<file path="src/rtl/cdd_cell.sv">
// One window cell: holds a sample and passes it on when a new sample shifts in.
`default_nettype none

module cdd_cell #(
   parameter int WIDTH = 16
) (
   input  logic                    clock,
   input  logic                    shift_en,
   input  logic signed [WIDTH-1:0] data_in,
   output logic signed [WIDTH-1:0] data_out
);

   logic signed [WIDTH-1:0] sample_ff;
   logic signed [WIDTH-1:0] sample_in;

   assign sample_in = shift_en ? data_in : sample_ff;
   assign data_out  = sample_ff;

   always_ff @(posedge clock) begin
      sample_ff <= sample_in;
   end

endmodule

`default_nettype wire

</file>
<file path="config.mk">
export PLATFORM = sky130hd
export DESIGN_NAME = cdd_cell
export DESIGN_NICKNAME = d
export VERILOG_FILES = /design/src/rtl/cdd_cell.sv
export SDC_FILE = /design/constraint.sdc
export NUM_CORES = 1
export LEC_CHECK = 0
export BUFFER_PORTS_ARGS = -buffer_cell sky130_fd_sc_hd__buf_2
export CORE_AREA = 2 2 39 41
export CTS_CLUSTER_SIZE = 10
export DETAILED_ROUTE_END_ITERATION = 6
export DIE_AREA = 0 0 41 43
export GPL_TIMING_DRIVEN = 0
export PLACE_DENSITY = 0.72
export SETUP_SLACK_MARGIN = 0.1
export SLEW_MARGIN = 20
export SYNTH_ARGS = -nofsm -noshare
export SYNTH_HDL_FRONTEND = slang
export SYNTH_SLANG_ARGS = --single-unit
</file>
<file path="constraint.sdc">
create_clock -name clock -period 0.9 [get_ports clock]
set_input_delay 0.045 -clock clock [delete_from_list [all_inputs] [get_ports clock]]
set_output_delay 0.045 -clock clock [all_outputs]
set_load 0.1 [all_outputs]
</file>
==> Yosys cells after proc, flatten, opt, wreduce, memory -nomap -nowiden <==
Index checks and enable logic that the tools add are counted.
Widths: inputs -> output; s select.
{ "word_totals": {"n_memories": 0, "mem_bits_ro": 0, "latchBits": 0, "mem_bits_rw": 0, "output_inout_bits": 16, "input_bits": 18, "regBits": 16} }
{ "classes": {"bitwise_logic": 0, "n_addsub": 0, "n_eq_ne": 0, "n_div": 0, "mux": 0, "reduce_logical": 0, "order_cmp": 0, "shift": 0, "multipliers": 0} }

==> Logic depth before layout (Yosys ltp) <==
Gate-level depths: netlist of the first run.
{ "logic_depth": {"ltp_word": 0, "mapped_depth": 0, "depth_no_buf": 0} }

==> Worst setup path before layout of the first run <==
No wires, ideal clock.
{ "synth_timing": {"path_type": "reg2out", "startpoint": "reg sample_ff[0] (netlist: data_out[0])", "endpoint": "out data_out[0]", "required_time_ns": 0.855, "path_stages_with_launch": 1, "slack_ns": -0.049, "t_arrival_ns": 0.904, "cell_sequence": "edfxtp_1"} }
{ "synth_rtl": {"columns": ["element", "line_no", "text"], "rows": [
  ["start: declaration", "13", "logic signed [WIDTH-1:0] sample_ff;"],
  ["start signal: assignment", "20", "sample_ff <= sample_in;"],
  ["end: declaration", "10", "output logic signed [WIDTH-1:0] data_out"]
]} }
No word-level cell between the ends.

==> Worst setup path in the final report of the first run <==
{ "layout_timing": {"startpoint": "reg sample_ff[3] (netlist: data_out[3])", "endpoint": "out data_out[3]"} }
No word-level cell between the ends.

==> key figures, run 1 <==
Outcome
  • Status: complete, but fails checks
  • Violated checks: setup timing

Synth
  • Area leader, netlist: edfxtp_1
  • Post-Syn Nets: 34
  • Synth top area cells: edfxtp_1 (100%)
  • Synthesized area per cell: 30.0 sq um
  • Synth cell types: 1
  • Synthesis-stage register bit count: 16
  • Synth Instances: 16
  • Yosys top cell area share: 100%
  • Seq/Total Area, Yosys: 100%
  • Ys Warns: 0
  • Mapped Area: 480 sq um

Clock network
  • Clock Pin Slew Worst Setup and Hold Paths: 0.09 ns
  • TritonCTS Sinks: 16
  • Clock root cell: clkbuf_4
  • Longest Clk Path Bufs: 2
  • Clock buffer count from CTS: 3
  • CTS tree: done
  • Postcts setup bufs: 0
  • H-tree depth: 1

Setup path
  • Crit. End Element: output pin
  • Crit Path Category: flip-flop to output pin
  • CP cell instances: buf_6
  • CP delay by family, top: flip-flops
  • Worst path max stage delay: 0.41 ns
  • CP bufs+invs: 1
  • Arrival @ worst endpoint: 0.89 ns
  • WP data required: 0.85 ns
  • Max Fanout on Critical Path: 1
  • CP max stage cell: edfxtp_1
  • Critical Path Source: data_out[3]
  • Nature of the critical path startpoint: flip-flop

Timing
  • F_max: 1070 MHz
  • Final worst-path cycle share: 104%
  • Slew margin rel.: 77.2%
  • Fin worst setup slack: -0.0332 ns
  • Final slew viol count: 0
  • Actual slew at the worst max-slew pin: 0.342 ns
  • Crit path time final: 0.933 ns
  • Hold slack: 0.188 ns
  • Final Hold Violating Endpoints: 0
  • # setup viols final: 12
  • RSZ-0062 raised after global routing: true

Detailed routing
  • Avg WL per Cell: 11.8 um
  • Drt first pass iters: 4
  • ANT nets after route: 0
  • Initial DRC count: 4
  • DR vias: 332
  • Vias per cell: 3.91
  • # DRC: 0
  • Routed wire length: 1.00 mm

Place
  • Final RePlAce weighted congestion: 0.608
  • DP Worst Slack: 0.125 ns
  • Port buffer count: 33
  • Placed cells: 65
  • Post-DP Area: 666 sq um

Floorplanning
  • Initial core utilization: 34.7%
  • Core area: 1380 sq um
  • DIE AREA: 1760 sq um
  • # rows: 14
  • # IOs: 34
  • Chip height: 43 um
  • Die W: 41 um

Layout
  • Most common cell after layout, fill and taps aside: buf_2
  • Final instance area: 952 sq um
  • N_diodes: 0
  • Multi-input gate area: 0 sq um
  • Register area: 480 sq um
  • Area grow syn2layout: 98.2%
  • Filler Cell Count: 93
  • Most frequent cells in the layout: buf_2 (17), edfxtp_1 (16), dlygate4sd3_1 (16), buf_6 (16), clkbuf_4 (3)
  • Ratio of cells with drive above 1 in the final layout: 52.2%
  • Max FFs per register: 16
  • Nets: 88
  • Post-route insts no fill: 85
  • Multi-input gates: 0

GRT
  • First-pass GRT wire length: 1.48 mm
  • Initial antenna violation count: 0
  • Pin count of the biggest net entering global routing: 17
  • Gr usage total: 13.0%
  • Vias in the first global route: 352
  • Remaining Overflow, GRT: 0

Power and ir drop
  • Leak: 0.000402 uW
  • Peak supply drop: 1.16 mV
  • Pwr dens: 2010 nW/um^2

Hold path
  • Worst min path class: input port to flip-flop
  • Hold_sp: shift_en

Run
  • Maxcap violations: 0
metrics by stage:
stage / setup TNS [ns] / total power, uW / utilization (%)
finish: -0.104 / 1920 / 68.8
global route: -0.687 / 1990 / 68.8
CTS: -0.273 / 1940 / 68.8
detailed placement: 0 / 1440 / 48.1
global placement: 0 / 1430 / 48.1
floorplan: -0.784 / 1340 / -
final timing paths:
path	cells after the start	slack, ns	to
worst max-delay path	1	-0.03	data_out[3]
worst min-delay path	1	0.19	data_out[15]
cells in the mapped netlist (all sizes together):
master,n
edfxtp,16
final cells by class:
type | instances | share of cell area, %
flip-flops and latches | 16 | 50.5
clock buffers | 3 | 2.37
repair buffers | 49 | 44.7
well taps | 16 | 2.10
clock inverters | 1 | 0.394
what timing repair did:
| action | CTS | global route |
|---|---|---|
| gates resized for setup | 32 | 0 |
| hold buffers | 16 | 0 |
| endpoints found under the hold margin | 16 | 0 |
| setup endpoints to repair | 16 | 16 |
logic make-up after synthesis:
family  after synthesis  synth area share, %
flops                16                  100
report_power, final:
part | switching (uW) | total, uW | internal, uW
clock | 201 | 361 | 160
sequential | 25.6 | 912 | 886
combinational | 467 | 644 | 176
total | 694 | 1920 | 1220
metal layers:
metal / global-route usage, % / vias up / wire length (um)
li1: - / 169 / -
met1: 14.5 / 140 / 356
met2: 21.6 / 23 / 549
met3: 3.66 / 0 / 95
met4: 6.00 / 0 / 0
met5: 0 / - / 0
Note: power is estimated with default switching activity, not from simulation.
==> run 2, diff against run 1 <==
- BUFFER_PORTS_ARGS: -buffer_cell sky130_fd_sc_hd__buf_2 -> default
- CORE_AREA: 2 2 39 41 -> default
- CORE_UTILIZATION: default -> 25
- DIE_AREA: 0 0 41 43 -> default
- DONT_BUFFER_PORTS: default -> 1
- PLACE_DENSITY: 0.72 -> default
==> run 2 against run 1 <==
Against the previous run: die area rose by 19%; sequential power rose by 46%; largest power group unchanged; core utilization fell by 29 points; the run ends with hold timing, setup timing left; critical path type unchanged; largest cell class unchanged; non-clock buffer count fell by 33; total power fell by 10%; cell area fell by 27%; worst setup slack got worse by 0.34 ns; clock power fell by 7.8%; first-iteration DRC count fell by 25%; wire length fell by 19%.
==> key figures, run 2 (synthesis results as in run 1) <==
Timing
  • # setup viols final: 16 (+4)
  • Final slew viol count: 0 (unchanged)
  • Final Hold Violating Endpoints: 16 (+16)
  • F_max: 787 MHz (-27%)
  • RSZ-0062 raised after global routing: true
  • Crit path time final: 1.27 ns (+0.337 ns)
  • Actual slew at the worst max-slew pin: 0.904 ns (+0.562 ns)
  • Slew margin rel.: 39.9% (-37 points)
  • Fin worst setup slack: -0.370 ns (-0.337 ns)
  • Final worst-path cycle share: 141% (+37 points)
  • Hold slack: -0.124 ns (-0.312 ns)

Layout
  • Filler Cell Count: 170 (+83%)
  • Nets: 55 (-38%)
  • N_diodes: 0 (unchanged)
  • Ratio of cells with drive above 1 in the final layout: 8.57% (-44 points)
  • Multi-input gate area: 0 sq um (unchanged)
  • Max FFs per register: 16 (unchanged)
  • Most frequent cells in the layout: edfxtp_1 (16), dlygate4sd3_1 (16), clkbuf_4 (3)
  • Final core occ: 39.4% (-29 points)
  • Area grow syn2layout: 44.5%
  • Multi-input gates: 0 (unchanged)
  • Final instance area: 694 sq um (-27%)

Hold path
  • Hold_sp: shift_en
  • Hold endpoint: data_out[10]
  • Hold Path Cell Cnt: 0 (-1)
  • Worst min path class: input port to flip-flop

Detailed routing
  • Avg WL per Cell: 13.5 um (+14%)
  • # DRC: 0 (unchanged)
  • Vias per cell: 3.88 (-0.58%)
  • Routed length on met3: 74 um (-22%)
  • ANT nets after route: 0 (unchanged)
  • Drt first pass iters: 2 (-2)
  • DR vias: 233 (-30%)
  • Routed met1 length: 209 um (-41%)
  • Routed wire length: 808 um (-19%)
  • Routed wl met2: 507 um (-7.7%)
  • Initial DRC count: 3 (-1)
  • Max layer used: met4

GRT
  • Gr usage total: 8.31% (-4.7 points)
  • Initial antenna violation count: 0 (unchanged)
  • Remaining Overflow, GRT: 0 (unchanged)
  • First-pass GRT wire length: 959 um (-35%)
  • Vias in the first global route: 221 (-37%)
  • Pin count of the biggest net entering global routing: 17 (unchanged)

Floorplanning
  • Initial core utilization: 27.2% (-7.5 points)
  • Chip height: 45.8 um (+6.6%)
  • # IOs: 34 (unchanged)
  • # rows: 15 (+1)
  • DIE AREA: 2100 sq um (+19%)
  • Die W: 45.8 um (+12%)
  • Core area: 1760 sq um (+27%)

Outcome
  • Status: complete, but fails checks
  • Violated checks: hold timing, setup timing

Run
  • Maxcap violations: 0 (unchanged)

Setup path
  • Nature of the critical path startpoint: flip-flop
  • Arrival @ worst endpoint: 1.22 ns (+0.33 ns)
  • Crit. End Element: output pin
  • Max Fanout on Critical Path: 1 (unchanged)
  • Crit Path Category: flip-flop to output pin
  • WP data required: 0.85 ns (about the same)
  • Critical Path Source: data_out[10]

Power and ir drop
  • Leak: 0.000237 uW (-41%)
  • Peak supply drop: 1.08 mV (-6.9%)
  • Pwr dens: 2480 nW/um^2 (+23%)

Clock network
  • Longest Clk Path Bufs: 2 (unchanged)
  • H-tree depth: 1 (unchanged)
  • TritonCTS Sinks: 16 (unchanged)
  • Postcts setup bufs: 0 (unchanged)
  • CTS tree: done
  • Post-CTS Hold Fix Bufs: 16 (unchanged)
  • Clock buffer count from CTS: 3 (unchanged)
  • Clock root cell: clkbuf_4
  • Clock Pin Slew Worst Setup and Hold Paths: 0.07 ns (-0.02 ns)

Place
  • Final RePlAce weighted congestion: 0.550 (-9.5%)
  • Port buffer count: 0 (-100%)
  • DP Worst Slack: -0.0740 ns (-0.199 ns)
  • Post-DP Area: 512 sq um (-23%)
==> run 2: changes by cell type in the layout (fill, tap and decap cells not counted), sizes merged <==
cell and change:
clkinv -1, buf -33
==> run 2: metrics by stage <==
stage                     hold WS [ns]  instances  setup TNS [ns]  total power, uW
after floorplan                  0.144         16          -0.784             1340
after global routing            -0.149         60           -6.35             1770
after CTS                       -0.138         60           -6.06             1740
after detailed placement         0.144         41           -1.01             1350
after global placement           0.144         41          -0.987             1350
final                           -0.124         60           -5.80             1720
==> run 2: repair_timing <==
| item | CTS | global route |
|---|---|---|
| endpoints found under the setup margin | 16 | 16 |
| gates resized for setup | 0 | 0 |
| endpoints found under the hold margin | 32 | 16 |
==> run 2: worst max path at each step <==
stage	to	slack, ns	cells past startpoint
after floorplan	data_out[0]	-0.05	0
after global placement	data_out[10]	-0.07	0
after detailed placement	data_out[11]	-0.07	0
after CTS	data_out[11]	-0.39	0
after global routing	data_out[14]	-0.40	0
final	data_out[10]	-0.37	0
==> run 2: where the power goes <==
part | internal, uW | total (uW) | switching (uW)
logic | 45.9 | 55.2 | 9.29
clock network | 155 | 333 | 178
registers | 891 | 1330 | 440
==> run 2: layout make-up <==
class	instances	area [sq um]	area share, %
timing repair buffer	16	160	23.1
tap	25	31.3	4.50
clock buffer	3	22.5	3.24
sequential	16	480	69.2
==> run 2: per-layer routing <==
layer	up-vias	GRT usage, %
li1	102	-
met1	108	3.83
met2	20	15.5
met3	3	7.14
met4	0	7.06
met5	-	0
