===== src/rtl/cdd_pkg.sv =====
// Shared constants, state type and result packing for the central difference block.
`default_nettype none

package cdd_pkg;

   localparam int WIN_LEN        = 7;
   localparam int OUT_BITS       = 48;
   localparam int QUOT_BITS      = OUT_BITS - 1;
   localparam int INV_BITS       = 16;
   localparam logic [INV_BITS-1:0] INV_RESET = 16'd4096;

   // quotient digit taken per divider step
   localparam int DIGIT_BITS     = 12;

   // f'  = n1 * inv * 4 / 15, rounded
   // f'' = (n2 * inv^2 + 23040) >> 10, then / 45
   localparam int FIRST_DIVISOR  = 15;
   localparam int FIRST_ROUND    = 7;
   localparam int SECOND_DIVISOR = 45;
   localparam int SECOND_SHIFT   = 10;
   localparam int SECOND_ROUND   = 23040;

   typedef enum logic [6:0] {
      ST_IDLE = 7'b0000001,
      ST_DIFF = 7'b0000010,
      ST_MUL1 = 7'b0000100,
      ST_MUL2 = 7'b0001000,
      ST_PREP = 7'b0010000,
      ST_DIV  = 7'b0100000,
      ST_LOAD = 7'b1000000
   } state_type;

   // Magnitude is at most 2^47; apply sign and clip the positive side.
   function automatic logic signed [OUT_BITS-1:0] pack_result(
      input logic                neg,
      input logic [OUT_BITS-1:0] mag
   );
      logic [OUT_BITS-1:0] res;
      begin
         if (neg) begin
            res = '0 - mag;
         end else if (mag[OUT_BITS-1]) begin
            res = {1'b0, {(OUT_BITS-1){1'b1}}};
         end else begin
            res = mag;
         end
         return $signed(res);
      end
   endfunction

endpackage

`default_nettype wire


===== src/rtl/cdd_const_div.sv =====
// Division by a constant, one 12-bit quotient digit per cycle by reciprocal multiplication.
`default_nettype none

module cdd_const_div #(
   parameter int DIVISOR   = 15,
   parameter int DIV_WIDTH = 49
) (
   input  logic                          clock,
   input  logic                          reset,
   input  logic                          start,
   input  logic [DIV_WIDTH-1:0]          dividend,
   output logic                          done,
   output logic [cdd_pkg::OUT_BITS-1:0]  quotient
);

   localparam int QW    = cdd_pkg::QUOT_BITS;
   localparam int CK    = cdd_pkg::DIGIT_BITS;
   localparam int NSTEP = (DIV_WIDTH + CK - 1) / CK;
   localparam int PW    = NSTEP * CK;
   localparam int RW    = $clog2(DIVISOR);
   localparam int VW    = RW + CK;
   localparam int SH    = VW + RW;
   localparam int PRW   = SH + CK;
   localparam int CW    = $clog2(NSTEP);
   // ceil(2^SH / DIVISOR) is exact for every partial dividend below 2^VW
   localparam logic [PRW-1:0] MAGIC =
      PRW'(((64'd1 << SH) + 64'(DIVISOR) - 64'd1) / 64'(DIVISOR));
   localparam logic [VW-1:0] DIV_K = VW'(DIVISOR);
   localparam logic [CW-1:0] LAST_STEP = CW'(NSTEP - 1);

   logic                 busy_ff, busy_in;
   logic                 done_ff, done_in;
   logic [CW-1:0]        cnt_ff, cnt_in;
   logic [RW-1:0]        rem_ff, rem_in;
   logic [PW-1:0]        shf_ff, shf_in;
   logic [VW-1:0]        part;
   logic [PRW-1:0]       prod;
   logic [CK-1:0]        digit;
   logic                 sat;

   assign part  = {rem_ff, shf_ff[PW-1 -: CK]};
   assign prod  = PRW'(part) * MAGIC;
   assign digit = CK'(prod >> SH);

   always_comb begin
      busy_in = busy_ff;
      done_in = 1'b0;
      cnt_in  = cnt_ff;
      rem_in  = rem_ff;
      shf_in  = shf_ff;
      if (start) begin
         busy_in = 1'b1;
         cnt_in  = '0;
         rem_in  = '0;
         shf_in  = PW'(dividend);
      end else if (busy_ff) begin
         rem_in = RW'(part - VW'(digit) * DIV_K);
         // dividend digits leave at the top, quotient digits enter at the bottom
         shf_in = {shf_ff[PW-CK-1:0], digit};
         cnt_in = cnt_ff + 1'b1;
         if (cnt_ff == LAST_STEP) begin
            busy_in = 1'b0;
            done_in = 1'b1;
         end
      end
   end

   always_ff @(posedge clock) begin
      if (reset) begin
         busy_ff <= 1'b0;
         done_ff <= 1'b0;
         cnt_ff  <= '0;
      end else begin
         busy_ff <= busy_in;
         done_ff <= done_in;
         cnt_ff  <= cnt_in;
      end
   end

   always_ff @(posedge clock) begin
      rem_ff <= rem_in;
      shf_ff <= shf_in;
   end

   // quotient needing more than QW bits clips to 2^QW
   assign sat      = |shf_ff[PW-1:QW];
   assign done     = done_ff;
   assign quotient = sat ? {1'b1, {QW{1'b0}}} : {1'b0, shf_ff[QW-1:0]};

   a_start_busy: assert property (@(posedge clock) disable iff (reset)
      start |=> busy_ff)
      else $error("divider not busy after start");

   a_done_idle: assert property (@(posedge clock) disable iff (reset)
      done_ff |-> !busy_ff)
      else $error("divider done while still busy");

   a_cnt_range: assert property (@(posedge clock) disable iff (reset)
      busy_ff |-> (cnt_ff <= LAST_STEP))
      else $error("divider step count out of range");

endmodule

`default_nettype wire


===== config.mk =====
export PLATFORM = sky130hd
export DESIGN_NAME = cdd_const_div
export DESIGN_NICKNAME = d
export VERILOG_FILES = /design/src/rtl/cdd_pkg.sv /design/src/rtl/cdd_const_div.sv
export SDC_FILE = /design/constraint.sdc
export NUM_CORES = 1
export LEC_CHECK = 0
export ABC_AREA = 1
export BUFFER_PORTS_ARGS = -buffer_cell sky130_fd_sc_hd__clkbuf_2
export CAP_MARGIN = 20
export CELL_PAD_IN_SITES_DETAIL_PLACEMENT = 0
export CELL_PAD_IN_SITES_GLOBAL_PLACEMENT = 2
export CORE_ASPECT_RATIO = 0.7
export CORE_MARGIN = 5
export CORE_UTILIZATION = 34
export DETAILED_ROUTE_END_ITERATION = 12
export PLACE_DENSITY_LB_ADDON = 0.08
export REMOVE_ABC_BUFFERS = 1
export SYNTH_ARGS = -nofsm -noshare
export SYNTH_HDL_FRONTEND = slang
export SYNTH_SLANG_ARGS = --single-unit

===== constraint.sdc =====
create_clock -name clock -period 7.3 [get_ports clock]
set_input_delay 0 -clock clock [delete_from_list [all_inputs] [get_ports clock]]
set_output_delay 0 -clock clock [all_outputs]
set_load 0.05 [all_outputs]

Word-level counts from Yosys, hierarchy flattened

Index checks and enable logic that the tools add are counted.

Add/subtract/negate cells: 2
$mul: 2
Equal/unequal tests: 1
Muxes and demuxes: 7
Bitwise operators: 1
Reductions and logical operators: 4

Operators with widths:

| operator                 | count |
|---|---|
| $mux W49                 | 2 |
| $mux W48                 | 1 |
| $mul A16 B16 Y31 const B | 1 |
| $reduce_or A13 Y1        | 1 |
| $mul A12 B4 Y4 const B   | 1 |
| $mux W1                  | 4 |
| $sub A4 B4 Y4            | 1 |
| $add A3 B1 Y3 const B    | 1 |
| $eq A3 B3 Y1 const B     | 1 |
| $reduce_or A3 Y1         | 1 |
| $reduce_bool A2 Y1       | 1 |
| $reduce_or A2 Y1         | 1 |
| $not A1 Y1               | 1 |

Flip-flop bits (word level): 69
Bits of input ports: 52
Output and inout bits: 49

Logic depth before layout (Yosys ltp)

Gate-level depths: netlist of run 1.

Word-level depth: 4
Depth in mapped cells: 33
Gate-level depth less buffers: 33

Least setup slack after synthesis of run 1

OpenSTA, ideal clock, no wires.

Path type: register to register
From: register shf_ff[50]
To: register rem_ff[3]
Library setup time: 0.126 ns
Arrival: 5.402 ns
Required time: 7.174 ns
Slack: 1.772 ns
Stages on the path, launching flop included: 34
Buffers on the path: 0
Period minus slack after synthesis: 5.528 ns
Cell sequence: dfxtp_1 ha_1 fa_1 inv_1 fa_1 inv_1 ha_1 ha_1 ha_1 nand2_1 nor2_1 inv_1 nor3_1 nand2_1 nand2_1 nand2_2 nand2_4 inv_2 ha_1 inv_1 fa_1 ha_1 nand3_1 nand2_1 xor2_1 inv_1 nand2_1 nand2_1 inv_1 nand3_2 nand2_1 nand2_1 nand2_1 a21oi_2

Cells in the longest elaborated chain, start to end: 3

RTL lines:

| what                   | RTL line            | source |
|---|---|---|
| start, declared        | cdd_const_div.sv:35 | `logic [PW-1:0] shf_ff, shf_in;` |
| start signal, assigned | cdd_const_div.sv:82 | `shf_ff <= shf_in;` |
| $mul A16 B16 Y31       | cdd_const_div.sv:42 | `assign prod = PRW'(part) * MAGIC;` |
| $mul A12 B4 Y4         | cdd_const_div.sv:57 | `rem_in = RW'(part - VW'(digit) * DIV_K);` |
| $sub A4 B4 Y4 *        | cdd_const_div.sv:57 |  |
| end signal, assigned   | cdd_const_div.sv:81 | `rem_ff <= rem_in;` |
| end, declared          | cdd_const_div.sv:34 | `logic [RW-1:0] rem_ff, rem_in;` |

Mark *: on every way between the ends. The rest lies on a longest branch, timed or not.
A chain may end at the register's enable or synchronous reset.

Worst setup path after layout of run 1

From: register shf_ff[54]
To: register rem_ff[3]

Cells in the longest elaborated chain, start to end: 3

RTL lines:

| what             | RTL line |
|---|---|
| $mul A16 B16 Y31 | cdd_const_div.sv:42 |
| $mul A12 B4 Y4   | cdd_const_div.sv:57 |
| $sub A4 B4 Y4    | cdd_const_div.sv:57 |

Every way passes these cells.

==> results of run 1 <==
==> cells in the final DEF, fill, tap and decap left out, types with 4 or more instances in the layout <==
master and count:
a21o_1 4, a21oi_1 35, buf_4 6, clkbuf_16 9
clkbuf_2 100, dfxtp_1 20, dlygate4sd3_1 48, edfxtp_1 49
fa_1 21, ha_1 102, inv_1 124, nand2_1 141
nand2_2 7, nand3_1 29, nand4_1 4, nor2_1 66
nor3_1 4, o21ai_0 65, xor2_1 6
==> worst reg2reg max path, delay by kind of cell (launching register included) <==
| kind | cells | cell delay (ps) |
|---|---|---|
| AOI/OAI and AO/OA | 5 | 840 |
| xor gates and xnor gates | 1 | 180 |
| adders and majority gates | 9 | 3370 |
| buffers and inverters | 3 | 200 |
| DFF | 1 | 470 |
| and+or+nand+nor | 10 | 850 |
==> path summary, 6_finish.rpt <==
| check | startpoint | end | cells after the start |
|---|---|---|---|
| setup / recovery | shf_ff[54] | rem_ff[3] | 28 |
| hold / removal | dividend[0] | shf_ff[0] | 3 |
| setup reg to reg | shf_ff[54] | rem_ff[3] | 28 |
| hold reg to reg | cnt_ff[2] | done | 2 |
==> registers in the layout, indices dropped and copies added, names as in the netlist <==
name and flops:
shf_ff 60, rem_ff 4, cnt_ff 3, busy_ff 1
done 1
==> layer usage <==
metal / wire length, um / part of all wire [%]
met1: 8230 / 52
met2: 6870 / 44
met3: 594 / 3.8
met4: 68 / 0.43
met5: 0 / 0
==> timing repair <==
item	CTS	global route
endpoints found under the hold margin	50	0
hold buffers	48	0
endpoints found under the setup margin	0	0
==> layout make-up <==
class	count	area, um^2	share of cell area (%)
Multi-Input combinational cell	510	3500	46.8
Inverter	125	469	6.27
Tap cell	231	289	3.86
Sequential cell	69	1870	25.0
Clock buffer	10	239	3.20
Clock inverter	6	86.3	1.15
Timing Repair Buffer	154	1030	13.7
==> report_power, final <==
| part | leakage, nW | internal, W | total (W) | switching, W |
|---|---|---|---|---|
| logic | 3.23 | 0.000493 | 0.00130 | 0.000803 |
| registers | 0.670 | 0.000490 | 0.000528 | 0.0000383 |
| clock network | 0.158 | 0.000308 | 0.000476 | 0.000169 |
==> metrics by stage <==
step / power [W] / util (%) / cell area (um^2) / hold WS, ps
3_5_place_dp: 0.00182 / 39.0 / 6670 / 185
2_1_floorplan: 0.00148 / - / 5840 / 69.1
3_3_place_gp: 0.00181 / 39.0 / 6670 / 184
4_1_cts: 0.00233 / 43.7 / 7480 / 43.8
5_1_grt: 0.00256 / 43.7 / 7480 / 58.0
6_report: 0.00230 / 43.7 / 7480 / 23.9
==> cells by family (layout without fill, tap and decap cells) <==
kind of cell,count (synthesis),after routing
simple gates,268,268
buf+inv,147,295
fa+ha+maj,123,123
compound gates,112,112
flops,69,69
xor+xnor,7,7
==> impl_metrics.csv, run 1 <==
group,metric,value,unit
logic_synthesis,synth_ff_type,"edfxtp_1",
floorplan,die_x,168,um
power_and_ir_drop,vdd_ir_drop_max,0.000311,V
global_routing,busiest_layer,"met2",
sta,period_minus_slack,6050,ps
placement,place_ws,1260,ps
cells_and_area,num_antenna_cells,0,
worst_setup_path,critical_path_required,7510,ps
cells_and_area,finalNonFillerCells,1105,
clock_network,clock-sinks,69,
placement,dp.cells,1041,
sta,fin_crit_sh,82.9,%
route,post_drt_wl_per_cell,14.3,um
logic_synthesis,yosys-top-cells-count,"142 x nand2_1, 124 x inv_1, 102 x ha_1, 66 x nor2_1, 65 x o21ai_0",
logic_synthesis,synth_cell_types,37,
floorplan,pin_count,101,
worst_setup_path,cpPeakStageDelay,570,ps
placement,finalWeightedCongestion,0.837,
clock_network,cts_buffer_depth,2,
sta,hold_viol,0,
power_and_ir_drop,p_leak,4.06,nW
floorplan,core_area,17100,um^2
clock_network,clock-root-buffer,"clkbuf_16",
sta,setup_viol,0,
global_routing,first_global_vias,5119,
cells_and_area,area_growth_syn_to_layout,26.3,%
floorplan,die_area,20200,um^2
min_path,hp-class,"primary input to register",
sta,rsz0062_at_grt,"no",
placement,dpl.hpwl,12400,um
worst_setup_path,critical-path-top-delay-family,"adder cells",
clock_network,cts_tree,"yes",
cells_and_area,nets,1044,
clock_network,cts-resized-gates,0,
sta,maxSlewHeadroom,46.6,%
floorplan,initial_utilization,34.6,%
route,vias,5005,
logic_synthesis,synthXorXnorAreaFrac,1.04,%
placement,portBuffers,100,
cells_and_area,drive_above_1_share,16.4,%
global_routing,antenna_found_initial,0,
sta,worst_slack,1250,ps
route,dr.pass1.iters,4,
sta,tns,0,ps
sta,fmax,165,MHz
global_routing,grt_max_degree,94,
logic_synthesis,synth_compound_area_share,10.1,%
logic_synthesis,yosysSeqAreaShare,31.6,%
worst_setup_path,critPathBufInv,3,
worst_setup_path,r2r_slack,1250,ps
worst_setup_path,crit_type,"register to register",
global_routing,track_usage,15.8,%
power_and_ir_drop,p_per_area,308,nW/um^2
route,viasPerCell,4.53,
worst_setup_path,cp-start-kind,"register",
global_routing,use_met3,2.71,%
clock_network,clk_pin_slew_worst_paths,60,ps
logic_synthesis,yosysMostFrequentCell,"nand2_1",
route,drc,0,
logic_synthesis,netlist_area,5920,um^2
logic_synthesis,synth.top_cell.area_share,24.8,%
route,drt_iter0_markers,225,
logic_synthesis,synth_fa_ha_area_share,28.6,%
route,wl,15800,um
sta,slew_viol_final,0,
logic_synthesis,synth-simple-area-share,19.2,%
logic_synthesis,synth_edf_count,49,
logic_synthesis,synth_top_family_by_area,"adder cells",
clock_network,clk_latency,330,ps
floorplan,rows,40,
global_routing,gr-usage-met1,23.0,%
route,antenna_left,0,
run_status,status,"finished, final reports clean",
global_routing,grt_use_met2,25.4,%
logic_synthesis,synthMuxAreaShare,0,%
sta,worst_pin_slew,801,ps
logic_synthesis,async_flop_share,0,%
cells_and_area,nFillCells,1774,
worst_setup_path,arrival,6260,ps
clock_network,h-tree-depth,3,
global_routing,grt_pass1_wl,25800,um
logic_synthesis,ys_warn_count,0,
clock_network,cts_buffers,9,
global_routing,grt-ovfl-total,0,
worst_setup_path,endpoint_kind,"register",
logic_synthesis,synth_area_leader_cell,"edfxtp_1",
worst_setup_path,worst_path_max_delay_cell,"fa_1",
logic_synthesis,synth-seq-cells,69,
worst_setup_path,crit_top_cell,"nand2_1",
worst_setup_path,worstPathMaxFanout,5,
floorplan,die_y,120,um
logic_synthesis,avgSynthCellArea,8.16,um^2
clock_network,postCtsSetupRepairBufs,0,
sta,clock_skew,7.18,ps
logic_synthesis,syn_inst,726,
logic_synthesis,synth_area_leaders,"edfxtp_1 25%, ha_1 22%, nand2_1 9.0%",
job,max_cap_viol_count,0,
No activity file was read; power rests on OpenSTA's default activity.
==> run 2, diff against run 1 <==
Settings changed: CORE_UTILIZATION 34 to 31.
Clock period 7.3 ns to 5.5 ns, I/O delays scaled along.
==> run 2 against run 1 <==
  * Wire length increased by 7.4%
  * Via count grew 3.6%
  * Clock power rose by 30%
  * Fmax rose by 12%
  * Global-route usage shrank 0.36 points
  * Register-to-register slack worse by 1200 ps
  * Critical endpoint unchanged
  * Largest cell class unchanged
  * Largest power group unchanged
==> impl_metrics.csv, run 2 (synthesized netlist as in run 1, its figures left out) <==
group,metric,value,unit
run_status,status,"finished, final reports clean",
cells_and_area,area_growth_syn_to_layout,35.6,%
clock_network,clock-sinks,69,
floorplan,die_area,22000,um^2
placement,place_ws,-130,ps
sta,fin_crit_sh,98.2,%
cells_and_area,drive_above_1_share,24.4,%
sta,maxSlewHeadroom,45.9,%
route,dr.pass1.iters,4,
floorplan,pin_count,101,
global_routing,antenna_found_initial,0,
sta,slew_viol_final,0,
cells_and_area,layout_common_cells,"131 x nand2_1, 118 x inv_1, 100 x clkbuf_2",
global_routing,first_global_vias,5301,
sta,clock_skew,6.39,ps
floorplan,initial_utilization,31.5,%
worst_setup_path,crit_type,"register to register",
sta,period_minus_slack,5400,ps
clock_network,clk_pin_slew_worst_paths,60,ps
worst_setup_path,worst_path_max_delay_cell,"fa_1",
clock_network,h-tree-depth,3,
global_routing,grt-ovfl-total,0,
cells_and_area,nets,1081,
cells_and_area,num_antenna_cells,0,
route,drc,0,
cells_and_area,fin_util,42.7,%
clock_network,cts_buffers,9,
global_routing,grt_pass1_wl,27200,um
worst_setup_path,cpPeakStageDelay,520,ps
sta,worst_slack,96.7,ps
power_and_ir_drop,p_leak,4.25,nW
route,viasPerCell,4.50,
clock_network,clock-root-buffer,"clkbuf_16",
worst_setup_path,crit_top_cell,"nand2_2",
sta,worst_pin_slew,812,ps
floorplan,die_x,175,um
cells_and_area,finalInstanceArea,8030,um^2
cells_and_area,nFillCells,1892,
worst_setup_path,arrival,5620,ps
placement,portBuffers,100,
placement,finalWeightedCongestion,0.862,
min_path,hp-class,"primary input to register",
route,vias,5187,
cells_and_area,largest_reg_flops,60,
route,post_drt_wl_per_cell,14.7,um
job,max_cap_viol_count,0,
floorplan,core_area,18800,um^2
cells_and_area,multi_input_area,3750,um^2
placement,place_area,6930,um^2
global_routing,track_usage,15.5,%
route,wl,16900,um
power_and_ir_drop,vdd_ir_drop_max,0.000518,V
worst_setup_path,cp-start-kind,"register",
global_routing,grt_max_degree,95,
sta,hold_viol,0,
sta,fmax,185,MHz
worst_setup_path,critical_path_required,5720,ps
cells_and_area,final_common_cell,"nand2_1",
floorplan,rows,42,
sta,hold-worst-slack,268,ps
cells_and_area,seq_area,1870,um^2
sta,setup_viol,0,
sta,rsz0062_at_grt,"yes",
worst_setup_path,worstPathMaxFanout,4,
clock_network,clk_latency,330,ps
floorplan,die_y,126,um
placement,dpl.hpwl,13400,um
worst_setup_path,endpoint_kind,"register",
power_and_ir_drop,report.power.total,0.00359,W
power_and_ir_drop,p_per_area,447,nW/um^2
clock_network,cts_buffer_depth,2,
route,drt_iter0_markers,187,
cells_and_area,regMostFlops,"shf_ff",
worst_setup_path,r2r_slack,100,ps
route,antenna_left,0,
clock_network,cts_tree,"yes",
cells_and_area,top_regs,"shf_ff: 60 flops, rem_ff: 4 flops, cnt_ff: 3 flops",
[run 2: cell count changes in the layout (fill, tap and decap cells not counted), sizes merged]
cell,change
buf,+36
dlygate4sd3,+1
clkinv,-2
clkinvlp,-1
bufinv,-2
inv,+2
clkbuf,+3
[run 2: metal layers]
metal | track usage (%) | share of wire (%) | vias up | routed length, um
li1 | - | - | 2738 | -
met1 | 22.1 | 51 | 2347 | 8680
met2 | 24.1 | 43 | 88 | 7300
met3 | 3.86 | 4.6 | 14 | 770
met4 | 2.91 | 1.0 | 0 | 169
met5 | 0 | 0 | - | 0
[run 2: area by class of cell]
| type | instances | share of cell area (%) |
|---|---|---|
| sequential | 69 | 23.3 |
| clock buffer | 13 | 3.77 |
| timing repair buffer | 191 | 16.3 |
| clock inverter | 3 | 0.249 |
| tap | 242 | 3.77 |
| inverter | 125 | 5.88 |
| multi-input combinational | 510 | 46.7 |
[run 2: metrics by stage]
step                      TNS (ps)  std cells
after floorplan              -39.9        704
after global placement       -29.5       1085
after detailed placement      -130       1085
after CTS                        0       1151
after global routing          -180       1153
final                            0       1153
[run 2: power breakdown]
| group | internal, W | total (W) | switching (W) |
|---|---|---|---|
| Sequential | 0.000650 | 0.000685 | 0.0000347 |
| Combinational | 0.000997 | 0.00228 | 0.00128 |
| Clock | 0.000387 | 0.000621 | 0.000234 |
[run 2: critical path, delay by kind of cell (launching register included)]
kind	cells	cell delay, ps
adders and majority gates	9	3210
and+or+nand+nor	13	1310
buffers and inverters	5	250
AOI/OAI and AO/OA	1	40
xor gates and xnor gates	1	160
DFF	1	310
[run 2: path summary, 6_finish.rpt]
kind	start	to	depth (start not counted)
max reg2reg	shf_ff[49]	rem_ff[3]	29
min reg2reg	cnt_ff[2]	done	2
max	shf_ff[49]	rem_ff[3]	29
min	dividend[48]	shf_ff[48]	3
[run 2: repair_timing]
| action | 4_1_cts | 5_1_grt |
|---|---|---|
| hold buffers | 49 | 0 |
| buffers inserted | 1 | 2 |
| endpoints found under the setup margin | 1 | 3 |
| gates resized for setup | 15 | 32 |
| hold endpoints to repair | 53 | 0 |
| pin swaps | 10 | 24 |
==> run 3, diff against run 2 <==
Settings changed: RECOVER_POWER set to 25.
==> run 3 against run 2 <==
  * The run now ends with capacitance limit, slew limit left
  * Via count is 0.17% higher
  * Utilization hardly changed
  * Wire length hardly changed
  * Critical path type unchanged
  * Largest power group unchanged
==> impl_metrics.csv, run 3 (synthesized netlist as in run 1, its figures left out) <==
group,metric,value,unit
global_routing,gr-usage-met1,22.1,%
worst_setup_path,cpPeakStageDelay,520,ps
clock_network,clk_pin_slew_worst_paths,60,ps
worst_setup_path,critical_path_required,5720,ps
route,antenna_left,0,
worst_setup_path,endpoint_kind,"register",
clock_network,clock-root-buffer,"clkbuf_16",
worst_setup_path,arrival,5620,ps
power_and_ir_drop,clkPwrFrac,17.2,%
global_routing,use_met3,3.86,%
cells_and_area,area_growth_syn_to_layout,35.4,%
placement,portBuffers,100,
power_and_ir_drop,p_per_area,447,nW/um^2
worst_setup_path,crit_type,"register to register",
route,viasPerCell,4.51,
cells_and_area,largest_reg_flops,60,
min_path,hold_path_depth,3,
worst_setup_path,reg2reg_from,"shf_ff[49]",
placement,place_area,6930,um^2
route,drt_iter0_markers,198,
floorplan,die_y,126,um
sta,fmax,185,MHz
cells_and_area,num_antenna_cells,0,
sta,worst_pin_slew,3400,ps
clock_network,cts_tree,"yes",
power_and_ir_drop,seqPwrFrac,19.1,%
placement,dpl.hpwl,13400,um
global_routing,grt_use_met2,24.1,%
clock_network,h-tree-depth,3,
floorplan,die_x,175,um
floorplan,die_area,22000,um^2
job,max_cap_viol_count,1,
clock_network,clock-sinks,69,
sta,rsz0062_at_grt,"yes",
power_and_ir_drop,sw_frac_of_total,43.2,%
cells_and_area,drive_above_1_share,24.0,%
sta,period_minus_slack,5410,ps
global_routing,first_global_vias,5301,
min_path,hp-class,"primary input to register",
worst_setup_path,worst_path_max_delay_cell,"fa_1",
floorplan,core_area,18800,um^2
cells_and_area,layout_common_cells,"131 x nand2_1, 118 x inv_1, 99 x clkbuf_2",
cells_and_area,nets,1081,
global_routing,grt_pass1_wl,27200,um
sta,slew_viol_final,95,
clock_network,cts_buffers,9,
route,wl,16900,um
worst_setup_path,reg2reg_depth,29,
floorplan,rows,42,
min_path,hold_start,"dividend[48]",
cells_and_area,finalInstanceArea,8020,um^2
clock_network,cts_buffer_depth,2,
cells_and_area,fin_util,42.6,%
global_routing,busiest_layer,"met2",
cells_and_area,regMostFlops,"shf_ff",
worst_setup_path,r2r_slack,90,ps
global_routing,track_usage,15.5,%
power_and_ir_drop,p_leak,4.24,nW
route,vias,5196,
min_path,min_to,"shf_ff[48]",
power_and_ir_drop,p_int,0.00204,W
sta,maxSlewHeadroom,-127,%
sta,hold_viol,0,
worst_setup_path,worstPathMaxFanout,4,
power_and_ir_drop,p_sw,0.00155,W
sta,fin_crit_sh,98.3,%
floorplan,initial_utilization,31.5,%
cells_and_area,final_common_cell,"nand2_1",
power_and_ir_drop,vdd_ir_drop_max,0.000517,V
global_routing,grt_max_degree,95,
floorplan,pin_count,101,
route,drc,0,
clock_network,clk_latency,330,ps
power_and_ir_drop,p_comb_share,63.6,%
global_routing,grt-ovfl-total,0,
worst_setup_path,crit_top_cell,"nand2_2",
sta,clock_skew,7.92,ps
placement,finalWeightedCongestion,0.862,
run_status,violations,"capacitance limit, slew limit",
worst_setup_path,r2r_end,"rem_ff[3]",
run_status,status,"finished, violations left",
global_routing,antenna_found_initial,0,
sta,setup_viol,0,
cells_and_area,top_regs,"shf_ff: 60 flops, rem_ff: 4 flops, cnt_ff: 3 flops",
route,dr.pass1.iters,4,
worst_setup_path,cp-start-kind,"register",
route,post_drt_wl_per_cell,14.7,um
power_and_ir_drop,report.power.total,0.00359,W
sta,hold-worst-slack,276,ps
==> run 3: cell count changes in the layout (fill, tap and decap cells not counted), sizes merged <==
cell / change
buf: -2
clkbuf: +2
==> run 3: critical path: cells and delay by family, from the launching register on <==
kind,cells,cell delay [ps]
and+or+nand+nor,13,1310
AOI/OAI and AO/OA,1,40
buffers and inverters,5,250
adders and majority gates,9,3210
DFF,1,320
xor gates and xnor gates,1,160
==> run 3: per-layer routing <==
layer | share of wire, % | up-vias
met4 | 1.0 | 0
met3 | 5.1 | 15
met1 | 51 | 2348
met5 | 0 | -
li1 | - | 2738
met2 | 43 | 95
==> run 3: timing repair <==
| item | in CTS | in global routing |
|---|---|---|
| buffers inserted | 1 | 2 |
| setup endpoints to repair | 1 | 3 |
| pin swaps | 10 | 24 |
| resized for setup | 15 | 32 |
| endpoints found under the hold margin | 53 | 0 |
| hold buffers | 49 | 0 |
==> run 3: worst max-delay path by stage <==
stage                     startpoint   endpoint  slack [ps]  depth (start not counted)
final                     shf_ff[49]  rem_ff[3]          90                         29
after global routing      shf_ff[48]  rem_ff[3]        -180                         33
after CTS                 shf_ff[52]  rem_ff[3]          10                         28
after detailed placement  shf_ff[48]  rem_ff[3]        -130                         30
after global placement    shf_ff[54]  rem_ff[3]         -30                         33
after floorplan           shf_ff[50]  rem_ff[3]         -40                         33
==> run 3: stage by stage <==
step	worst slack [ps]	setup TNS, ps	std cells
after floorplan	-39.9	-39.9	704
after global placement	-29.5	-29.5	1085
after detailed placement	-130	-130	1085
after CTS	14.9	0	1151
after global routing	-180	-180	1153
final	92.8	0	1153
==> run 3: final cells by class <==
type | instances | area, um^2
Multi-Input combinational cell | 510 | 3750
Clock inverter | 3 | 20.0
Timing Repair Buffer | 191 | 1300
Inverter | 125 | 472
Clock buffer | 13 | 303
Sequential cell | 69 | 1870
Tap cell | 242 | 303
Fill cell | 1893 | 10800
==> run 3: power by group through the flow <==
stage | sequential [W] | clock [W] | combinational [W]
finish | 0.000686 | 0.000618 | 0.00228
global route | 0.000694 | 0.000660 | 0.00260
CTS | 0.000685 | 0.000638 | 0.00209
detailed placement | 0.000695 | 0 | 0.00193
global placement | 0.000695 | 0 | 0.00190
floorplan | 0.000695 | 0 | 0.00127
